[src/rtl/sem_pkg.sv]
`timescale 1ns / 1ps
// Shared types and constants for the Sobel edge magnitude block.
// No dependencies.
package sem_pkg;

  localparam int PixW = 24;
  localparam int DimW = 11;
  localparam logic [DimW-1:0] MaxHeight = 11'd1024;
  localparam logic [DimW-1:0] ResetWidth = 11'd1024;
  localparam logic [DimW-1:0] ResetHeight = 11'd768;
  localparam logic [20:0] ClampLimit = 21'd65280;
  localparam logic [7:0] ClampMax = 8'd255;

  localparam logic CfgWidth = 1'b0;
  localparam logic CfgHeight = 1'b1;

  localparam logic KindPixel = 1'b0;

  // one 3x3 window with border taps already forced to zero
  typedef struct packed {
    logic [8:0][PixW-1:0] pix;
    logic                 last;
  } sem_item_t;

  // absolute Sobel gradient of one channel (byte lane sel), x or y direction
  function automatic logic [9:0] abs_grad(input logic [8:0][PixW-1:0] p,
                                          input logic [1:0] sel,
                                          input logic dir_y);
    logic [7:0] b [9];
    logic [10:0] pos;
    logic [10:0] neg;
    for (int i = 0; i < 9; i++) begin
      b[i] = p[i][8*(2-sel) +: 8];
    end
    if (dir_y) begin
      pos = 11'(b[6]) + {2'b0, b[7], 1'b0} + 11'(b[8]);
      neg = 11'(b[0]) + {2'b0, b[1], 1'b0} + 11'(b[2]);
    end else begin
      pos = 11'(b[2]) + {2'b0, b[5], 1'b0} + 11'(b[8]);
      neg = 11'(b[0]) + {2'b0, b[3], 1'b0} + 11'(b[6]);
    end
    abs_grad = (pos >= neg) ? 10'(pos - neg) : 10'(neg - pos);
  endfunction

endpackage

[src/rtl/sem_if.sv]


interface sem_out_if;
  logic       valid;
  logic       ready;
  logic [7:0] edge_red;
  logic [7:0] edge_green;
  logic [7:0] edge_blue;
  logic       frame_end;
  modport source (output valid, edge_red, edge_green, edge_blue, frame_end, input ready);
  modport sink (input valid, edge_red, edge_green, edge_blue, frame_end, output ready);
endinterface


[src/rtl/sem_back.sv]
`timescale 1ns / 1ps
// Back end: Sobel gradients, squared magnitude, bit-serial rounded root.
// Depends on sem_pkg and sem_if.
module sem_back (
  input  logic               clk,
  input  logic               rst,
  input  logic               nonempty,
  input  sem_pkg::sem_item_t head,
  output logic               pop,
  sem_out_if.source          edge_out
);
  import sem_pkg::*;

  localparam logic [1:0] B_IDLE = 2'd0;
  localparam logic [1:0] B_SQ   = 2'd1;
  localparam logic [1:0] B_ROOT = 2'd2;
  localparam logic [1:0] B_DONE = 2'd3;

  logic [1:0]  state;
  logic [2:0]  k;
  logic        last;
  logic [9:0]  gx [3];
  logic [9:0]  gy [3];
  logic [20:0] s [3];
  logic [7:0]  n [3];
  logic [7:0]  m [3];
  logic [7:0]  res [3];
  logic        out_free;

  assign pop = (state == B_IDLE) && nonempty;
  assign out_free = !edge_out.valid || edge_out.ready;

  // trial bit and final rounding per channel
  always_comb begin
    for (int i = 0; i < 3; i++) begin
      m[i] = n[i] | (8'd1 << k);
      if (s[i] > ClampLimit) res[i] = ClampMax;
      else if (s[i] > 21'(n[i]) * 21'(n[i]) + 21'(n[i])) res[i] = n[i] + 8'd1;
      else res[i] = n[i];
    end
  end

  // datapath
  always_ff @(posedge clk) begin
    unique case (state)
      B_IDLE: begin
        if (pop) begin
          last <= head.last;
          for (int i = 0; i < 3; i++) begin
            gx[i] <= abs_grad(head.pix, 2'(i), 1'b0);
            gy[i] <= abs_grad(head.pix, 2'(i), 1'b1);
          end
        end
      end
      B_SQ: begin
        for (int i = 0; i < 3; i++) begin
          s[i] <= 21'(gx[i]) * 21'(gx[i]) + 21'(gy[i]) * 21'(gy[i]);
          n[i] <= '0;
        end
      end
      B_ROOT: begin
        for (int i = 0; i < 3; i++) begin
          if (21'(m[i]) * 21'(m[i]) <= s[i]) n[i] <= m[i];
        end
      end
      default: ;
    endcase
  end

  // sequencer
  always_ff @(posedge clk) begin
    if (rst) begin
      state <= B_IDLE;
      k <= '0;
    end else begin
      unique case (state)
        B_IDLE: if (pop) state <= B_SQ;
        B_SQ: begin
          k <= 3'd7;
          state <= B_ROOT;
        end
        B_ROOT: begin
          k <= k - 3'd1;
          if (k == 3'd0) state <= B_DONE;
        end
        B_DONE: if (out_free) state <= B_IDLE;
        default: state <= B_IDLE;
      endcase
    end
  end

  // output register
  always_ff @(posedge clk) begin
    if (rst) begin
      edge_out.valid <= 1'b0;
    end else if (state == B_DONE && out_free) begin
      edge_out.valid <= 1'b1;
    end else if (edge_out.ready) begin
      edge_out.valid <= 1'b0;
    end
  end

  always_ff @(posedge clk) begin
    if (state == B_DONE && out_free) begin
      edge_out.edge_red <= res[0];
      edge_out.edge_green <= res[1];
      edge_out.edge_blue <= res[2];
      edge_out.frame_end <= last;
    end
  end

endmodule

[src/flat_wrapper.sv]
// flat-port wrapper written by rule: the top's interface ports become plain ports
module sem_back_flat import sem_pkg::*;
  (clk, rst, nonempty, head, pop, edge_out_valid, edge_out_edge_red, edge_out_edge_green, edge_out_edge_blue, edge_out_frame_end, edge_out_ready);
  sem_out_if edge_out_i ();
  input  logic clk;
  input  logic rst;
  input  logic nonempty;
  input  sem_pkg::sem_item_t head;
  output logic pop;
  output wire logic [$bits(edge_out_i.valid)-1:0] edge_out_valid;
  output wire logic [$bits(edge_out_i.edge_red)-1:0] edge_out_edge_red;
  output wire logic [$bits(edge_out_i.edge_green)-1:0] edge_out_edge_green;
  output wire logic [$bits(edge_out_i.edge_blue)-1:0] edge_out_edge_blue;
  output wire logic [$bits(edge_out_i.frame_end)-1:0] edge_out_frame_end;
  input wire logic [$bits(edge_out_i.ready)-1:0] edge_out_ready;
  assign edge_out_valid = edge_out_i.valid;
  assign edge_out_edge_red = edge_out_i.edge_red;
  assign edge_out_edge_green = edge_out_i.edge_green;
  assign edge_out_edge_blue = edge_out_i.edge_blue;
  assign edge_out_frame_end = edge_out_i.frame_end;
  assign edge_out_i.ready = edge_out_ready;
  sem_back u_core (.clk(clk), .rst(rst), .nonempty(nonempty), .head(head), .pop(pop), .edge_out(edge_out_i));
endmodule
[config.mk]
export PLATFORM = sky130hd
export DESIGN_NAME = sem_back_flat
export DESIGN_NICKNAME = d
export VERILOG_FILES = /design/src/rtl/sem_pkg.sv /design/src/rtl/sem_if.sv /design/src/rtl/sem_back.sv /design/src/flat_wrapper.sv
export SDC_FILE = /design/constraint.sdc
export NUM_CORES = 2
export LEC_CHECK = 0
export ABC_AREA = 1
export BUFFER_PORTS_ARGS = -buffer_cell sky130_fd_sc_hd__buf_2
export CORE_MARGIN = 2
export CORE_UTILIZATION = 35
export DETAILED_ROUTE_END_ITERATION = 8
export SYNTH_ARGS = -nofsm -noshare
export SYNTH_HDL_FRONTEND = slang
export SYNTH_SLANG_ARGS = --single-unit
export TNS_END_PERCENT = 50
[constraint.sdc]
create_clock -name clk -period 17.13 [get_ports clk]
set_input_delay 0 -clock clk [delete_from_list [all_inputs] [get_ports clk]]
set_output_delay 0 -clock clk [all_outputs]
set_load 0.02 [all_outputs]
# Yosys cells after proc, flatten, opt, wreduce, memory -nomap -nowiden

Memories as Yosys holds them, arrays and structs flattened.
Index checks and enable logic that the tools add are counted.

$add $sub $neg: 46
$mul: 12
Div/mod/pow operators: 0
Magnitude comparators: 15
Equal/unequal tests: 6
Shift operators: 1
Mux-type cells: 57
Bitwise operators: 6
Reductions and logical operators: 10

Operator list:

| kind                                                                     | count |
|---|---|
| 11-bit 2-to-1 mux                                                        | 24 |
| 11-bit by 8-bit adder with 11-bit output                                 | 12 |
| 8-bit by 9-bit adder with 10-bit output                                  | 12 |
| 10-bit by 10-bit multiplier with 20-bit output                           | 6 |
| 10-bit subtractor                                                        | 12 |
| 8-bit by 8-bit multiplier with 16-bit output                             | 6 |
| 11-bit greater-or-equal comparator                                       | 6 |
| 20-bit by 20-bit adder with 21-bit output                                | 3 |
| 21-bit by 16-bit > comparator with 1-bit output (second input constant)  | 3 |
| 21-bit > comparator                                                      | 3 |
| 16-bit by 21-bit <= comparator with 1-bit output                         | 3 |
| 10-bit 2-to-1 mux                                                        | 6 |
| 16-bit by 8-bit adder with 17-bit output                                 | 3 |
| 8-bit 2-to-1 mux                                                         | 6 |
| 8-bit by 1-bit adder with 8-bit output (second input constant)           | 3 |
| 8-bit bitwise OR                                                         | 3 |
| 1-bit 2-to-1 mux                                                         | 16 |
| 2-bit case mux with 4 select lines                                       | 1 |
| 1-bit by 3-bit << shifter with 8-bit output (first input constant)       | 1 |
| 2-bit 2-to-1 mux                                                         | 3 |
| 3-bit case mux with 2 select lines                                       | 1 |
| 2-bit equality test (second input constant)                              | 2 |
| 2-bit by 1-bit inequality test with 1-bit output (second input constant) | 2 |
| 2-bit nonzero test                                                       | 2 |
| other kinds (11)                                                         | 14 |

Register bits: 32
Latch bits: 0
Bits in writable memories: 147
Memory bits (read-only): 0
Input port bits: 221
Output and inout port bits: 27
Memories: 4

Memories:

| memory    | words | width | rd ports | clocked after Yosys merged registers in | wr ports | line           | text |
|---|---|---|---|---|---|---|---|
| u_core.s  | 3     | 21    | 3        | 0                                       | 3        | sem_back.sv:24 | `logic [20:0] s [3];` |
| u_core.gx | 3     | 10    | 3        | 0                                       | 3        | sem_back.sv:22 | `logic [9:0] gx [3];` |
| u_core.gy | 3     | 10    | 3        | 0                                       | 3        | sem_back.sv:23 | `logic [9:0] gy [3];` |
| u_core.n  | 3     | 8     | 3        | 0                                       | 3        | sem_back.sv:25 | `logic [7:0] n [3];` |

# Depth between registers and ports, before layout

Depth after elaboration: 8
Gate-level depth with buffers: 37

# Least setup slack after synthesis

No wires, ideal clock.

Path kind: reg-to-reg
Start point: register u_core.k[1]
End point: memory u_core.n[0][0], enable pin
Data arrival time: 5.720 ns
Data required time: 16.800 ns
Setup slack: 11.081 ns
Cell stages (with the launch flop): 31
Buffers on the path: 0
Clock period less this slack: 6.049 ns
Path through: dfxtp_1 -> inv_1 -> ha_1 -> a21oi_1 -> clkinv_1 -> nand2_1 -> inv_1 -> fa_1 -> fa_1 -> inv_1 -> fa_1 -> fa_1 -> inv_1 -> ha_1 -> a21oi_1 -> o21ai_0 -> nor2_1 -> o21ai_2 -> nand3b_1 -> nand2_1 -> nand2_1 -> nand2_1 -> ha_1 -> nand3_1 -> nor3_2 -> nand3_1 -> nand3_1 -> nand2_1 -> nand2_2 -> nand4_1 -> nand2_1

RTL lines:

| item                   | line           | text |
|---|---|---|
| from (decl)            | sem_back.sv:20 | `logic [2:0] k;` |
| from (signal assigned) | sem_back.sv:83 | `k <= k - 3'd1;` |
| to (decl)              | sem_back.sv:25 |  |

==> results.toml <==
[placement]
place_inst = 8484
dp_hpwl_um = 101000
io_buffers = 223
globalplace.congestion = 0.945

[cells_and_area]
fin_cells = 8528
drive_gt1_frac = 0.0506
fin_nets = 8267
fin_util = 0.377
area_growth_pct = 6.81

[floorplanning]
coreArea_sq_mm = 0.144
num_io_pins = 248
fp.dieH_um = 385
dieArea_sq_mm = 0.148
fp-row-count = 139
die_w_um = 385
initial_core_util = 0.353

[critical_path]
cp_common_cell = "nand2_1"
critPathArrivalTime_ns = 7.25
crit_type = "flip-flop to flip-flop"
worst_setup_path_end_kind = "flip-flop"
critical-path-max-stage-delay_ns = 0.55
cp_data_required_time_ns = 17.30
r2r-start = "u_core.k[1]$_SDFFE_PP0P_"
ff2ff_setup_slack_ns = 10.05
rr_endpoint = "u_core.n[0][14]$_SDFFCE_PN0P_"
worst_path_max_delay_cell = "fa_1"
start_kind = "flip-flop"
cp_max_fo = 9
reg2reg_depth = 29

[grt]
antenna_found_initial = 6
grt_overflow_total = 0
busiest_layer = "met2"
grt_max_degree = 65
grt_pass1_vias = 41200
use_met1 = 0.211
use_met2 = 0.278
met3_usage = 0.0203
grt_usage = 0.161
grt_pass1_wl_um = 198000

[synth]
synth.area.top_cells = "fa_1, ha_1, inv_1, edfxtp_1, nand2_1"
avgSynthCellArea_sq_um = 7.80
ys_types = 60
synth.yosys.seq_area_share = 0.105
synthesis.nets = 8164
ys_top_cells_by_count = "inv_1, nand2_1, ha_1"
synth_seq_cells = 179
asyncSetResetFlopFracSynth = 0
syn-cell-area_sq_mm = 0.0507
synth_top_area_share = 0.235
yosysTopAreaCell = "fa_1"
synth_most_common_cell = "inv_1"
synthCells = 6500
synth_ff_type = "edfxtp_1"
ys_warn_count = 0
synth-edff-count = 173

[routing]
wl_um = 116000
firstDrtPassIters = 7
first_iter_violations = 1777
drc = 6
ant_nets = 0
wl_per_cell_um = 13.6
vias = 39900
viasPerCell = 4.68

[timing]
setup_violations = 0
hold_slack_ns = 0.0585
relSlewSlack = 0.353
setup-tns-final_ns = 0
finalMaxSlewViolations = 0
hold_viol_final = 0
rsz0062_at_grt = "false"
period_minus_slack_ns = 7.08
skew_ns = 0.0217
fmaxAchievable_ghz = 0.141
finalCritPeriodShare = 0.414
worstMarginPinSlew_ns = 0.969

[clock_tree]
cts_root_buf = "clkbuf_16"
cts_tree = "done"
clkLatencyLatePin_ns = 0.51
clockBufferDepth = 2
htree_levels = 4
clk_pin_slew_ns = 0.08
clkSinkCount = 179
postCtsSetupBuffers = 0
cts_buffers = 17

[job]
cap_violations = 0

[status]
violations = "design-rule violations"
status = "finished with violations"

[worst_hold_path]
min_path_cells = 5
hp-class = "input port to flip-flop"
hold_start = "nonempty"
worstHoldEndpoint = "u_core.state[1]$_SDFFE_PP0P_"
layout by cell type, fill, tap and decap left out, types with 7 or more instances in the layout:
master     synthesis  final
inv_1           1632   1631
nand2_1         1288   1288
ha_1             848    847
fa_1             595    595
a21oi_1          397    396
xor2_1           294    294
nand3_1          226    226
buf_2             20    223
nor2_1           220    220
edfxtp_1         173    173
o21ai_0          137    137
xnor2_1          134    134
nand4_1           60     60
a21o_1            60     60
nor3_1            32     32
o21ai_1           30     30
o21bai_1          23     23
o211ai_1          18     18
nor4_1            18     18
clkbuf_16          0     17
o21ai_2           16     16
a31oi_1           13     13
nand2_2           11     11
a211oi_1          11     11
or2_2             10     10
diode_2            0      9
nand3b_1           9      9
nor2_2             8      8
o221ai_1           8      8
a21boi_1           7      7
sequential cells by signal (all words and copies together), names as in the netlist:
| register | cells |
|---|---|
| u_core.s | 63 |
| u_core.gx | 30 |
| u_core.gy | 30 |
| u_core.n | 24 |
| u_core.edge_out.edge_blue | 8 |
| u_core.edge_out.edge_green | 8 |
| u_core.edge_out.edge_red | 8 |
| u_core.k | 3 |
| u_core.state | 2 |
| u_core.edge_out.frame_end | 1 |
| u_core.edge_out.valid | 1 |
| u_core.last | 1 |
worst max-delay path by stage:
stage | from | endpoint | slack [ns] | cells past startpoint
2_1_floorplan | u_core.k[1]$_SDFFE_PP0P_ | u_core.n[0][0]$_SDFFCE_PN0P_ | 11.08 | 30
3_3_place_gp | u_core.k[1]$_SDFFE_PP0P_ | u_core.n[0][13]$_SDFFCE_PN0P_ | 10.12 | 29
3_5_place_dp | u_core.k[1]$_SDFFE_PP0P_ | u_core.n[0][14]$_SDFFCE_PN0P_ | 10.08 | 29
4_1_cts | u_core.k[1]$_SDFFE_PP0P_ | u_core.n[0][14]$_SDFFCE_PN0P_ | 10.05 | 29
5_1_grt | u_core.k[1]$_SDFFE_PP0P_ | u_core.n[0][14]$_SDFFCE_PN0P_ | 9.58 | 29
6_report | u_core.k[1]$_SDFFE_PP0P_ | u_core.n[0][14]$_SDFFCE_PN0P_ | 10.05 | 29
final cells by class:
class,count,area [sq um]
fillers,14900,89500
multi-input cells,4536,38500
inverters,1642,6180
flip-flops and latches,179,5320
well taps,1903,2380
repair buffers,227,1150
clock buffers,19,433
clock inverters,13,139
diodes,9,22.5
per-layer routing:
| metal | share of wire | wire length (um) | vias up |
|---|---|---|---|
| met5 | 0 | 0 | - |
| met4 | 0.025 | 2850 | 0 |
| met3 | 0.039 | 4540 | 112 |
| met2 | 0.48 | 55300 | 623 |
| met1 | 0.46 | 53100 | 18900 |
| li1 | - | - | 20300 |
through the flow:
stage,instance area [sq um],setup slack [ns]
global route,54100,9.58
finish,54200,10.05
detailed placement,53500,10.08
floorplan,50700,11.08
global placement,53500,10.12
CTS,54100,10.05
cells by family (layout without fill, tap and decap cells):
group | Yosys count | after routing | share of synthesized area
and+or+nand+nor | 1911 | 1911 | 0.157
buffers and inverters | 1785 | 1901 | 0.136
adders and majority gates | 1443 | 1443 | 0.444
AOI/OAI and AO/OA | 752 | 752 | 0.0847
xor gates and xnor gates | 428 | 428 | 0.0739
DFF | 179 | 179 | 0.105
other | 2 | 11 | 0.000148
repair_timing:
action / CTS / global route
hold endpoints to repair: 7 / 0
resized for setup: 0 / 0
hold buffers: 3 / 0
endpoints found under the setup margin: 0 / 0
worst max-delay path, delay by kind of cell, from the launching register on:
family	cells	cell delay, ns
AO/OA/AOI/OAI	5	1.08
AND/OR/NAND/NOR	11	1.50
XOR/XNOR	1	0.16
flip-flops	1	0.38
buffers and inverters	5	0.65
adder cells (fa/ha/maj)	7	2.95
Power is left out: the tool's default activity adds up to more than one toggle a clock period on the data nets, which glitch-free logic cannot reach.
