==> config.mk <==
export PLATFORM = sky130hd
export DESIGN_NAME = sem_queue
export DESIGN_NICKNAME = d
export VERILOG_FILES = /design/src/rtl/sem_pkg.sv /design/src/rtl/sem_queue.sv
export SDC_FILE = /design/constraint.sdc
export NUM_CORES = 1
export LEC_CHECK = 0
export BUFFER_PORTS_ARGS = -buffer_cell sky130_fd_sc_hd__buf_2
export CAP_MARGIN = 40
export CORE_MARGIN = 4
export CORE_UTILIZATION = 50
export DETAILED_ROUTE_END_ITERATION = 6
export PLACE_DENSITY_LB_ADDON = 0.1
export SETUP_SLACK_MARGIN = 0.5
export SLEW_MARGIN = 40
export SYNTH_ARGS = -nofsm -noshare
export SYNTH_HDL_FRONTEND = slang
export SYNTH_SLANG_ARGS = --single-unit
==> constraint.sdc <==
create_clock -name clk -period 30.6 [get_ports clk]
set_input_delay 1.53 -clock clk [delete_from_list [all_inputs] [get_ports clk]]
set_output_delay 1.53 -clock clk [all_outputs]
set_load 0.02 [all_outputs]
==> src/rtl/sem_pkg.sv <==
`timescale 1ns / 1ps
// Shared types and constants for the Sobel edge magnitude block.
// No dependencies.
package sem_pkg;

  localparam int PixW = 24;
  localparam int DimW = 11;
  localparam logic [DimW-1:0] MaxHeight = 11'd1024;
  localparam logic [DimW-1:0] ResetWidth = 11'd1024;
  localparam logic [DimW-1:0] ResetHeight = 11'd768;
  localparam logic [20:0] ClampLimit = 21'd65280;
  localparam logic [7:0] ClampMax = 8'd255;

  localparam logic CfgWidth = 1'b0;
  localparam logic CfgHeight = 1'b1;

  localparam logic KindPixel = 1'b0;

  // one 3x3 window with border taps already forced to zero
  typedef struct packed {
    logic [8:0][PixW-1:0] pix;
    logic                 last;
  } sem_item_t;

  // absolute Sobel gradient of one channel (byte lane sel), x or y direction
  function automatic logic [9:0] abs_grad(input logic [8:0][PixW-1:0] p,
                                          input logic [1:0] sel,
                                          input logic dir_y);
    logic [7:0] b [9];
    logic [10:0] pos;
    logic [10:0] neg;
    for (int i = 0; i < 9; i++) begin
      b[i] = p[i][8*(2-sel) +: 8];
    end
    if (dir_y) begin
      pos = 11'(b[6]) + {2'b0, b[7], 1'b0} + 11'(b[8]);
      neg = 11'(b[0]) + {2'b0, b[1], 1'b0} + 11'(b[2]);
    end else begin
      pos = 11'(b[2]) + {2'b0, b[5], 1'b0} + 11'(b[8]);
      neg = 11'(b[0]) + {2'b0, b[3], 1'b0} + 11'(b[6]);
    end
    abs_grad = (pos >= neg) ? 10'(pos - neg) : 10'(neg - pos);
  endfunction

endpackage

==> src/rtl/sem_queue.sv <==
`timescale 1ns / 1ps
// Two-entry queue of windows between front and back end.
// Depends on sem_pkg.
module sem_queue (
  input  logic               clk,
  input  logic               rst,
  input  logic               push,
  input  sem_pkg::sem_item_t push_item,
  output logic               full,
  input  logic               pop,
  output logic               nonempty,
  output sem_pkg::sem_item_t head
);
  import sem_pkg::*;

  sem_item_t  slots [2];
  logic       wr_ptr;
  logic       rd_ptr;
  logic [1:0] count;

  assign full = count == 2'd2;
  assign nonempty = count != 2'd0;
  assign head = slots[rd_ptr];

  // store entries
  always_ff @(posedge clk) begin
    if (push) slots[wr_ptr] <= push_item;
  end

  // advance pointers
  always_ff @(posedge clk) begin
    if (rst) begin
      wr_ptr <= 1'b0;
      rd_ptr <= 1'b0;
      count <= 2'd0;
    end else begin
      if (push) wr_ptr <= ~wr_ptr;
      if (pop) rd_ptr <= ~rd_ptr;
      count <= count + 2'(push) - 2'(pop);
    end
  end

endmodule

Yosys cells after proc, flatten, opt, wreduce, memory -nomap -nowiden
Memory sizes are Yosys's and may differ from the RTL's. A register that Yosys moved wholly into a read port is not among the register bits.
Cells that the tools add are included.
{ "classes": {"n_bitwise": 2, "add_sub_neg": 2, "eq_ne": 1, "reduce_logical": 1, "muxes": 4} }
{ "ops": {"columns": ["cell", "count"], "rows": [
  ["$mux W1", 4],
  ["$add A2 B1 Y2", 1],
  ["$eq A2 B2 Y1 const B", 1],
  ["$not A1 Y1", 2],
  ["$reduce_bool A2 Y1", 1],
  ["$sub A2 B1 Y2", 1]
]} }
{ "word_totals": {"ramBits": 434, "output_inout_bits": 219, "reg_bits": 4, "wordCells": 14, "n_memories": 1} }
{ "memory_table": {"columns": ["name", "depth", "width", "rd", "rd_ports_with_merged_regs", "write_ports", "line_no", "rtl"], "rows": [
  ["slots", 2, 217, 1, 1, 1, "sem_queue.sv:16", "sem_item_t slots [2];"]
]} }

Depth between registers and ports, before layout
Gate-level depths: netlist of the first run.
{ "depth": {"word_depth": 3, "mapped_depth": 6} }

Least setup slack after synthesis of the first run
Ideal clock, no wire load.
{ "synth_timing": {"path_type": "input to register", "startpoint": "input port push", "endpoint": "memory slots[0][0] (netlist bit), enable pin", "arrival_time_ns": 10.880, "n_path_buf": 0, "cell_stages": 1, "setup_time_ns": 0.824, "path_slack_ns": 18.896, "t_required_ns": 29.776, "path_cell_list": "nor2b_1"} }
{ "synth_between": {"elab_chain_len": 2} }
{ "synth_lines": {"columns": ["element", "line_no", "rtl"], "rows": [
  ["from (decl)", "sem_queue.sv:7", "input logic push,"],
  ["$mux W1", "sem_queue.sv:27", "if (push) slots[wr_ptr] <= push_item;"],
  ["$mux W1 (not written as such)", "sem_queue.sv:27", null],
  ["to (decl)", "sem_queue.sv:16", null]
]} }
No other way between the ends.

==> results.md, run 1 <==
* Dpl hpwl at 24200 microns
* Max Cap Viol at 0
* CTS tree: done
* Synth Area in Adders at 0.00153
* Portion of netlist area occupied by mux cells at 0.179
* Crit-path cells: buf_4, buf_6, mux2_4, buf_2
* Synth warn at 0
* Post-route cell area at 20500 sq um
* Outcome: complete, no violations
* Worst Tran Pin Value at 0.814 ns
* Final Hold Viols at 0
* Fillers at 2389
* #FFs+latches synth at 439
* Die H at 189 microns
* Rel. slew slack at 0.457
* Mapped cell area at 16400 sq um
* Prevailing post-synth register cell: edfxtp_1
* Largest net degree at the start of global routing at 70
* Met1 Use GR at 0.220
* Drt wl/cell at 20.8 microns
* Largest cells by area after synthesis: edfxtp_1, mux2_4, mux2_2, buf_6, dfxtp_1
* Pins Over Slew Limit at 0
* I/O Pins at 440
* CP Class: reg -> out
* Max Root-Sink Buffers at 3
* FMAX at 0.223 GHz
* Synth top area share at 0.795
* Multi-input gate area at 3050 sq um
* Reg2Reg Setup Slack at 27.97 ns
* Syn_nets at 919
* Clock Power Share at 0.369
* Hold Path Stages at 2
* Post-cts gate resize count at 0
* Setup-failing EPs final at 0
* Worst hold slack at 0.521 ns
* RSZ-0062 raised after global routing: no
* Post-synth cell types at 14
* CTS Hold Buffers Added at 0
* Most frequent cell after synthesis: edfxtp_1
* Core Util, Final at 0.633
* Met3 Use GR at 0.0739
* Worst R2R Path Depth at 3
* Nets@finish at 1392
* Worst skew pair latency at 0.53 ns
* Top cells by count, synth: edfxtp_1, mux2_4, mux2_2
* Antenna violations before repair at 18
* CTS Buf Count at 45
* CP peak stage delay at 0.65 ns
* Total core area at 32500 sq um
* Area after DPL at 19100 sq um
* DRC at 0
* Synth-to-layout area growth at 25.2%
* Avg Inst Size Synth at 23.6 sq um
* Sink Count at 439
* Number of synthesized flops with an enable pin at 434
* Register area at 13100 sq um
* Worst reg2reg path startpoint: wr_ptr
* Part of the power in registers at 0.502
* Via count at 8128
* Vias per inst at 4.89
* Switching share of power at 0.230
* Routed WL at 34600 microns
* # port buffers at 439
* Worst R2R End: slots[1][139]
* GRT Overall Usage at 0.186
* Critical path arrival at 2.95 ns
* Share of flip-flops with an asynchronous set or reset at 0
* Grt ovf at 0
* Share of layout cells above drive strength 1 at 0.607
* Setup Buffers After CTS at 0
* Startpoint Class: register
* Pleak at 7.98 nW
* Slowest CP cell: buf_6
* Combinational share of power at 0.129
* CP required at 29.07 ns
* Hold Crit Start: rd_ptr
* Drt first pass iters at 5
* Seq/Total Area, Yosys at 0.801
* Global-route wire length before repair at 50500 microns
* M2 GR Usage at 0.308
* CP Capture Type: output port
* Initial Util at 0.505
* Gpl congestion at 0.789
* Synth Area in Compound Gates at 0
* Skew final at 0.0154 ns
* Final worst path period share at 0.146
* DIE WIDTH at 189 microns
* Synth Area in Simple Gates at 0.00282
* ANT nets after route at 0
* Die area at 35800 sq um
* CTS root buffer: clkbuf_16
* Synth area leader: edfxtp_1
* Pwr dens at 69.3 nW/um^2
* Mapped Cells at 696
* Combinational family with the most area after synthesis: multiplexers
* FP Rows at 66
* Crit-path max FO at 59
* Minimum clock period after layout at 4.48 ns
* DR iter-0 viols at 421
* Switch Pwr at 0.000328 W
* Cell Int Power at 0.00110 W
* Peak supply drop at 0.0500 mV
* Setup TNS at 0 ns
* H-Tree Depth at 2
* Clock slew at reported path FFs at 0.06 ns
* Hold Crit Class: reg -> reg
* GR peak layer: met2
* Vias in the first global route at 8566
* XOR/XNOR Fraction of Synth Area at 0.00244
[worst max-delay path by stage]
stage / from / end / slack (ns) / cells after the start
2_1_floorplan: push / slots[0][0] / 18.90 / 1
3_3_place_gp: register / head[108] / 26.00 / 4
3_5_place_dp: push / slots[1][113] / 26.44 / 4
4_1_cts: register / head[109] / 26.06 / 4
5_1_grt: register / head[115] / 25.98 / 4
6_report: register / head[109] / 26.12 / 4
[cell usage in the layout, fill, tap and decap left out, drive strengths merged]
cell	netlist	layout
and2	1	1
buf	24	450
bufinv	0	4
clkbuf	0	57
clkinv	0	21
dfxtp	5	5
diode	0	14
edfxtp	434	434
ha	2	2
inv	2	3
mux2	217	217
nor2	4	4
nor2b	3	3
or2	1	1
xnor2	2	2
xnor3	1	1
[final cells by class]
type	instances	share of cell area
Antenna cell	14	0.00171
Clock buffer	57	0.0591
Clock inverter	26	0.0108
Inverter	2	0.000366
Multi-Input combinational cell	231	0.149
Sequential cell	439	0.640
Tap cell	442	0.0269
Timing Repair Buffer	450	0.113
[worst max-delay path, delay by kind of cell, from the launching register on]
family	cells	cell delay, ns
flops	1	0.60
buf+inv	3	1.38
mux	1	0.35
[routing by layer]
metal,wire [microns],share of wire
met1,12500,0.36
met2,17400,0.50
met3,3560,0.10
met4,1030,0.030
met5,57,0.0016
[cells by family (layout without fill, tap and decap cells)]
family                     count (synthesis)  in the layout
adders and majority gates                  2              2
and+or+nand+nor                            9              9
other                                      0             14
buffers and inverters                     26            535
muxes                                    217            217
xor gates and xnor gates                   3              3
DFF                                      439            439
[power groups by stage]
stage          clock network (W)  logic, W  registers, W
5_1_grt                 0.000569  0.000195      0.000716
6_report                0.000526  0.000183      0.000714
3_5_place_dp                   0  0.000186      0.000727
4_1_cts                 0.000539  0.000187      0.000714
2_1_floorplan                  0  0.000124      0.000732
3_3_place_gp                   0  0.000182      0.000728
[stage by stage]
| stage | total power (W) | worst slack (ns) | instances |
|---|---|---|---|
| after detailed placement | 0.000913 | 26.44 | 1564 |
| after CTS | 0.00144 | 26.06 | 1647 |
| final | 0.00142 | 26.12 | 1661 |
| after global routing | 0.00148 | 25.98 | 1659 |
| after floorplan | 0.000856 | 18.90 | 696 |
| after global placement | 0.000910 | 26.00 | 1563 |
[state kept, by name (all words and copies together), names as in the netlist, named ones only]
register  cells
rd_ptr        1
count         2
wr_ptr        1
slots       434
Power figures use the tool's default switching activity.
==> run 2, diff against run 1 <==
Clock period 30.6 ns to 4.6 ns, I/O delays scaled along.
==> results.md, run 2 (synthesis results as in run 1) <==
* Outcome: complete, no violations
* DR iter-0 viols at 432
* Final worst path period share at 0.552
* Commonest non-fill, non-tap cell in the layout: buf_2
* CTS tree: done
* CP required at 4.37 ns
* CTS Buf Count at 45
* Peak supply drop at 0.328 mV
* Crit-path max FO at 34
* Grt ovf at 0
* GRT Overall Usage at 0.195
* RSZ-0062 raised after global routing: no
* Worst skew pair latency at 0.52 ns
* Core Util, Final at 0.699
* CP Class: reg -> out
* Synth-to-layout area growth at 38.3%
* Hold Crit Class: in -> reg
* Setup-failing EPs final at 0
* Via count at 9071
* Nets@finish at 1611
* Gpl congestion at 0.750
* Crit-path cells: buf_12, buf_4, mux2_2, buf_2
* CP peak stage delay at 0.55 ns
* Vias in the first global route at 9816
* Drt wl/cell at 19.3 microns
* Setup TNS at 0 ns
* Crit path max-delay family: buffers and inverters
* Dpl hpwl at 23000 microns
* Pleak at 8.88 nW
* Hold Crit Start: push
* CP Capture Type: output port
* Global-route wire length before repair at 54200 microns
* Max Root-Sink Buffers at 3
* Most frequent cells in the layout: buf_2, edfxtp_1, dlygate4sd3_1
* Total core area at 32500 sq um
* Drt first pass iters at 7
* Setup Buffers After CTS at 0
* Largest registers: slots: 434 flops, count: 2 flops
* CTS root buffer: clkbuf_16
* Die area at 35800 sq um
* Routed WL at 36200 microns
* Worst reg2reg path startpoint: wr_ptr
* Antenna violations before repair at 4
* Max Cap Viol at 0
* Vias per inst at 4.85
* Pins Over Slew Limit at 0
* Max FFs per register at 434
* Rel. slew slack at 0.496
* Share of layout cells above drive strength 1 at 0.511
* Sink Count at 439
* Slowest CP cell: dfxtp_4
* Initial Util at 0.505
* Buf+Inv Stages, Crit Path at 3
* Worst Tran Pin Value at 0.756 ns
* Largest register by flop count: slots
* Startpoint Class: register
* DRC at 0
* Pwr dens at 417 nW/um^2
* Die H at 189 microns
* Largest net degree at the start of global routing at 120
* H-Tree Depth at 2
* Minimum clock period after layout at 2.54 ns
* Skew final at 0.0118 ns
* Final Hold Viols at 0
* I/O Pins at 440
* FP Rows at 66
* # port buffers at 439
* FMAX at 0.394 GHz
* ANT nets after route at 0
* Critical path arrival at 2.31 ns
* DIE WIDTH at 189 microns
* Clock slew at reported path FFs at 0.06 ns
==> run 2: cell types whose count changed in the layout (fill, tap and decap cells not counted), sizes merged <==
cell and delta:
dlygate4sd3 +220, diode -10, bufinv -3, clkbuf +2, clkinv +2, buf -1
==> run 2: power by group <==
group	total (W)	leakage (nW)	switching (W)	internal [W]
sequential	0.00474	4.12	0.0000674	0.00468
combinational	0.00140	4.09	0.000748	0.000650
clock	0.00331	0.669	0.00139	0.00192
==> run 2: metal layers <==
metal	global-route usage	up-vias	wire length, microns
met5	0	-	0
met2	0.348	350	18800
met3	0.0588	69	2850
li1	-	4182	-
met4	0.0664	0	1110
met1	0.226	4470	13400
==> run 2: area by class of cell <==
type                       count  area [sq um]
inverter                       2          7.51
multi-input combinational    231          3050
fill                        2164          9770
timing repair buffer         669          4560
clock inverter                25           136
sequential                   439         13100
clock buffer                  59          1220
tap                          442           553
antenna                        4          10.0
==> run 2: worst reg2reg max path, cell delays in order (launching register included) <==
cell and delay (ns):
dfxtp_1 0.35, nor2b_4 0.14, buf_12 0.40, buf_12 0.67
==> run 2: worst paths after layout <==
kind	endpoint	slack [ns]	depth (start not counted)
worst max-delay path	head[29]	2.06	4
worst min-delay path	count[0]	0.12	3
worst max register to register	slots[0][86]	2.49	3
worst min register to register	rd_ptr	0.53	2
==> run 2: timing repair <==
item	4_1_cts	5_1_grt
resized for setup	0	0
hold buffers	220	0
hold endpoints to repair	439	0
==> run 2: through the flow <==
stage          std cells  setup slack (ns)  total power [W]  hold WS (ns)  area [sq um]
2_1_floorplan        696             0.618          0.00565         0.302         16400
3_5_place_dp        1562              2.39          0.00607         0.421         19100
4_1_cts             1866              1.81          0.00956        0.0956         22600
3_3_place_gp        1562              2.39          0.00606         0.417         19100
6_report            1871              2.06          0.00945         0.118         22700
5_1_grt             1871              1.96          0.00982         0.128         22700
==> run 3, diff against run 2 <==
Settings changed: CORE_UTILIZATION 50 to 47.
Clock period 4.6 ns to 2.2 ns, I/O delays scaled along.
==> results.md, run 3 (synthesis results as in run 1) <==
* Outcome: complete, no violations
* DRC at 0
* I/O Pins at 440
* H-Tree Depth at 2
* Routed WL at 39400 microns
* Die H at 195 microns
* ANT nets after route at 0
* Grt ovf at 0
* Minimum clock period after layout at 1.93 ns
* Synth-to-layout area growth at 43.4%
* FMAX at 0.518 GHz
* CP Capture Type: output port
* Worst Tran Pin Value at 0.533 ns
* CP required at 2.09 ns
* Largest register by flop count: slots
* Worst skew pair latency at 0.52 ns
* Skew final at 0.00811 ns
* Startpoint Class: register
* Drt wl/cell at 20.6 microns
* Die area at 38000 sq um
* Total power at 0.0200 W
* Switching share of power at 0.237
* Pre-CTS WS at 0.534 ns
* Most frequent cells in the layout: edfxtp_1, buf_2, dlygate4sd3_1
* Antenna violations before repair at 5
* Cell Int Power at 0.0152 W
* Pleak at 9.23 nW
* Crit-path max FO at 8
* CP peak stage delay at 0.39 ns
* Vias in the first global route at 9917
* Switch Pwr at 0.00474 W
* Max Cap Viol at 0
* Combinational share of power at 0.168
* FP Rows at 68
* Critical path arrival at 1.82 ns
* Cell mode on critical path: buf_12
* Clock Power Share at 0.335
* Pins Over Slew Limit at 0
* Setup ws final at 0.268 ns
* Nets@finish at 1644
* CP Class: reg -> out
* Pwr dens at 848 nW/um^2
* RSZ-0062 raised after global routing: yes
* Dpl hpwl at 25000 microns
* CTS tree: done
* Final worst path period share at 0.878
* DR iter-0 viols at 531
* CTS Buf Count at 44
* Final Hold Viols at 0
* Global-route wire length before repair at 57600 microns
* Largest net degree at the start of global routing at 87
* Sink Count at 439
* Initial Util at 0.476
* Clock slew at reported path FFs at 0.06 ns
* Hold Crit Class: in -> reg
* Vias per inst at 4.85
* Part of the power in registers at 0.496
* Crit path max-delay family: buffers and inverters
* DIE WIDTH at 195 microns
* Slowest CP cell: dfxtp_4
* Commonest non-fill, non-tap cell in the layout: edfxtp_1
* Max Root-Sink Buffers at 3
* GRT Overall Usage at 0.195
* CTS root buffer: clkbuf_16
* Via count at 9281
* Peak supply drop at 0.674 mV
* Share of layout cells above drive strength 1 at 0.524
* Worst hold slack at 0.302 ns
* Drt first pass iters at 4
* Setup-failing EPs final at 0
* Buf+Inv Stages, Crit Path at 4
* Total core area at 34500 sq um
* Crit-path cells: buf_12, buf_12, clkbuf_16, mux2_4, buf_6
* Max FFs per register at 434
* Rel. slew slack at 0.645
* Largest registers: slots: 434 flops, count: 2 flops
* # port buffers at 439
* Gpl congestion at 0.746
[run 3: changes by cell type in the layout (fill, tap and decap cells not counted), sizes merged]
| cell | change |
|---|---|
| buf | +26 |
| diode | +1 |
| clkinvlp | +1 |
| clkbuf | +8 |
| dlygate4sd3 | +1 |
| clkinv | -9 |
| bufinv | -1 |
| inv | +1 |
[run 3: worst paths after layout]
kind / start / to / slack (ns) / cells after the start
max reg2reg: wr_ptr / slots[1][106] / 0.69 / 2
min: push_item[199] / slots[1][199] / 0.30 / 2
max: register / head[150] / 0.27 / 5
min reg2reg: rd_ptr / register / 0.51 / 2
[run 3: power groups by stage]
stage                     Combinational, W  Sequential (W)  Clock, W
final                              0.00336         0.00991   0.00669
after global routing               0.00354         0.00994   0.00726
after CTS                          0.00324         0.00990   0.00688
after detailed placement           0.00267          0.0101         0
after global placement             0.00266          0.0101         0
after floorplan                    0.00173          0.0101         0
[run 3: metrics by stage]
step | std cells | TNS, ns | cell area, sq um | util
after global routing | 1912 | 0 | 23500 | 0.683
final | 1912 | 0 | 23500 | 0.683
after CTS | 1899 | 0 | 23200 | 0.673
after global placement | 1586 | 0 | 19300 | 0.559
after detailed placement | 1586 | 0 | 19300 | 0.559
after floorplan | 696 | -658.38 | 16400 | -
[run 3: repair_timing]
action / in CTS / in global routing
gates resized for setup: 39 / 57
gates cloned: 7 / 6
hold buffers: 221 / 0
setup buffers: 8 / 2
endpoints found under the setup margin: 217 / 217
endpoints found under the hold margin: 439 / 0
[run 3: layout make-up]
type                            count  area, sq um
Tap cell                          455          569
Timing Repair Buffer              703         5470
Clock inverter                     17         87.6
Inverter                            2         7.51
Multi-Input combinational cell    231         3060
Clock buffer                       60         1190
Antenna cell                        5         12.5
Sequential cell                   439        13100
Fill cell                        2283        10900
[run 3: layer usage]
| layer | track usage | wire length, microns | up-vias | share of wire |
|---|---|---|---|---|
| li1 | - | - | 4237 | - |
| met1 | 0.232 | 14900 | 4594 | 0.38 |
| met2 | 0.345 | 20400 | 373 | 0.52 |
| met3 | 0.0548 | 2920 | 77 | 0.074 |
| met4 | 0.0641 | 1160 | 0 | 0.030 |
| met5 | 0 | 0 | - | 0 |
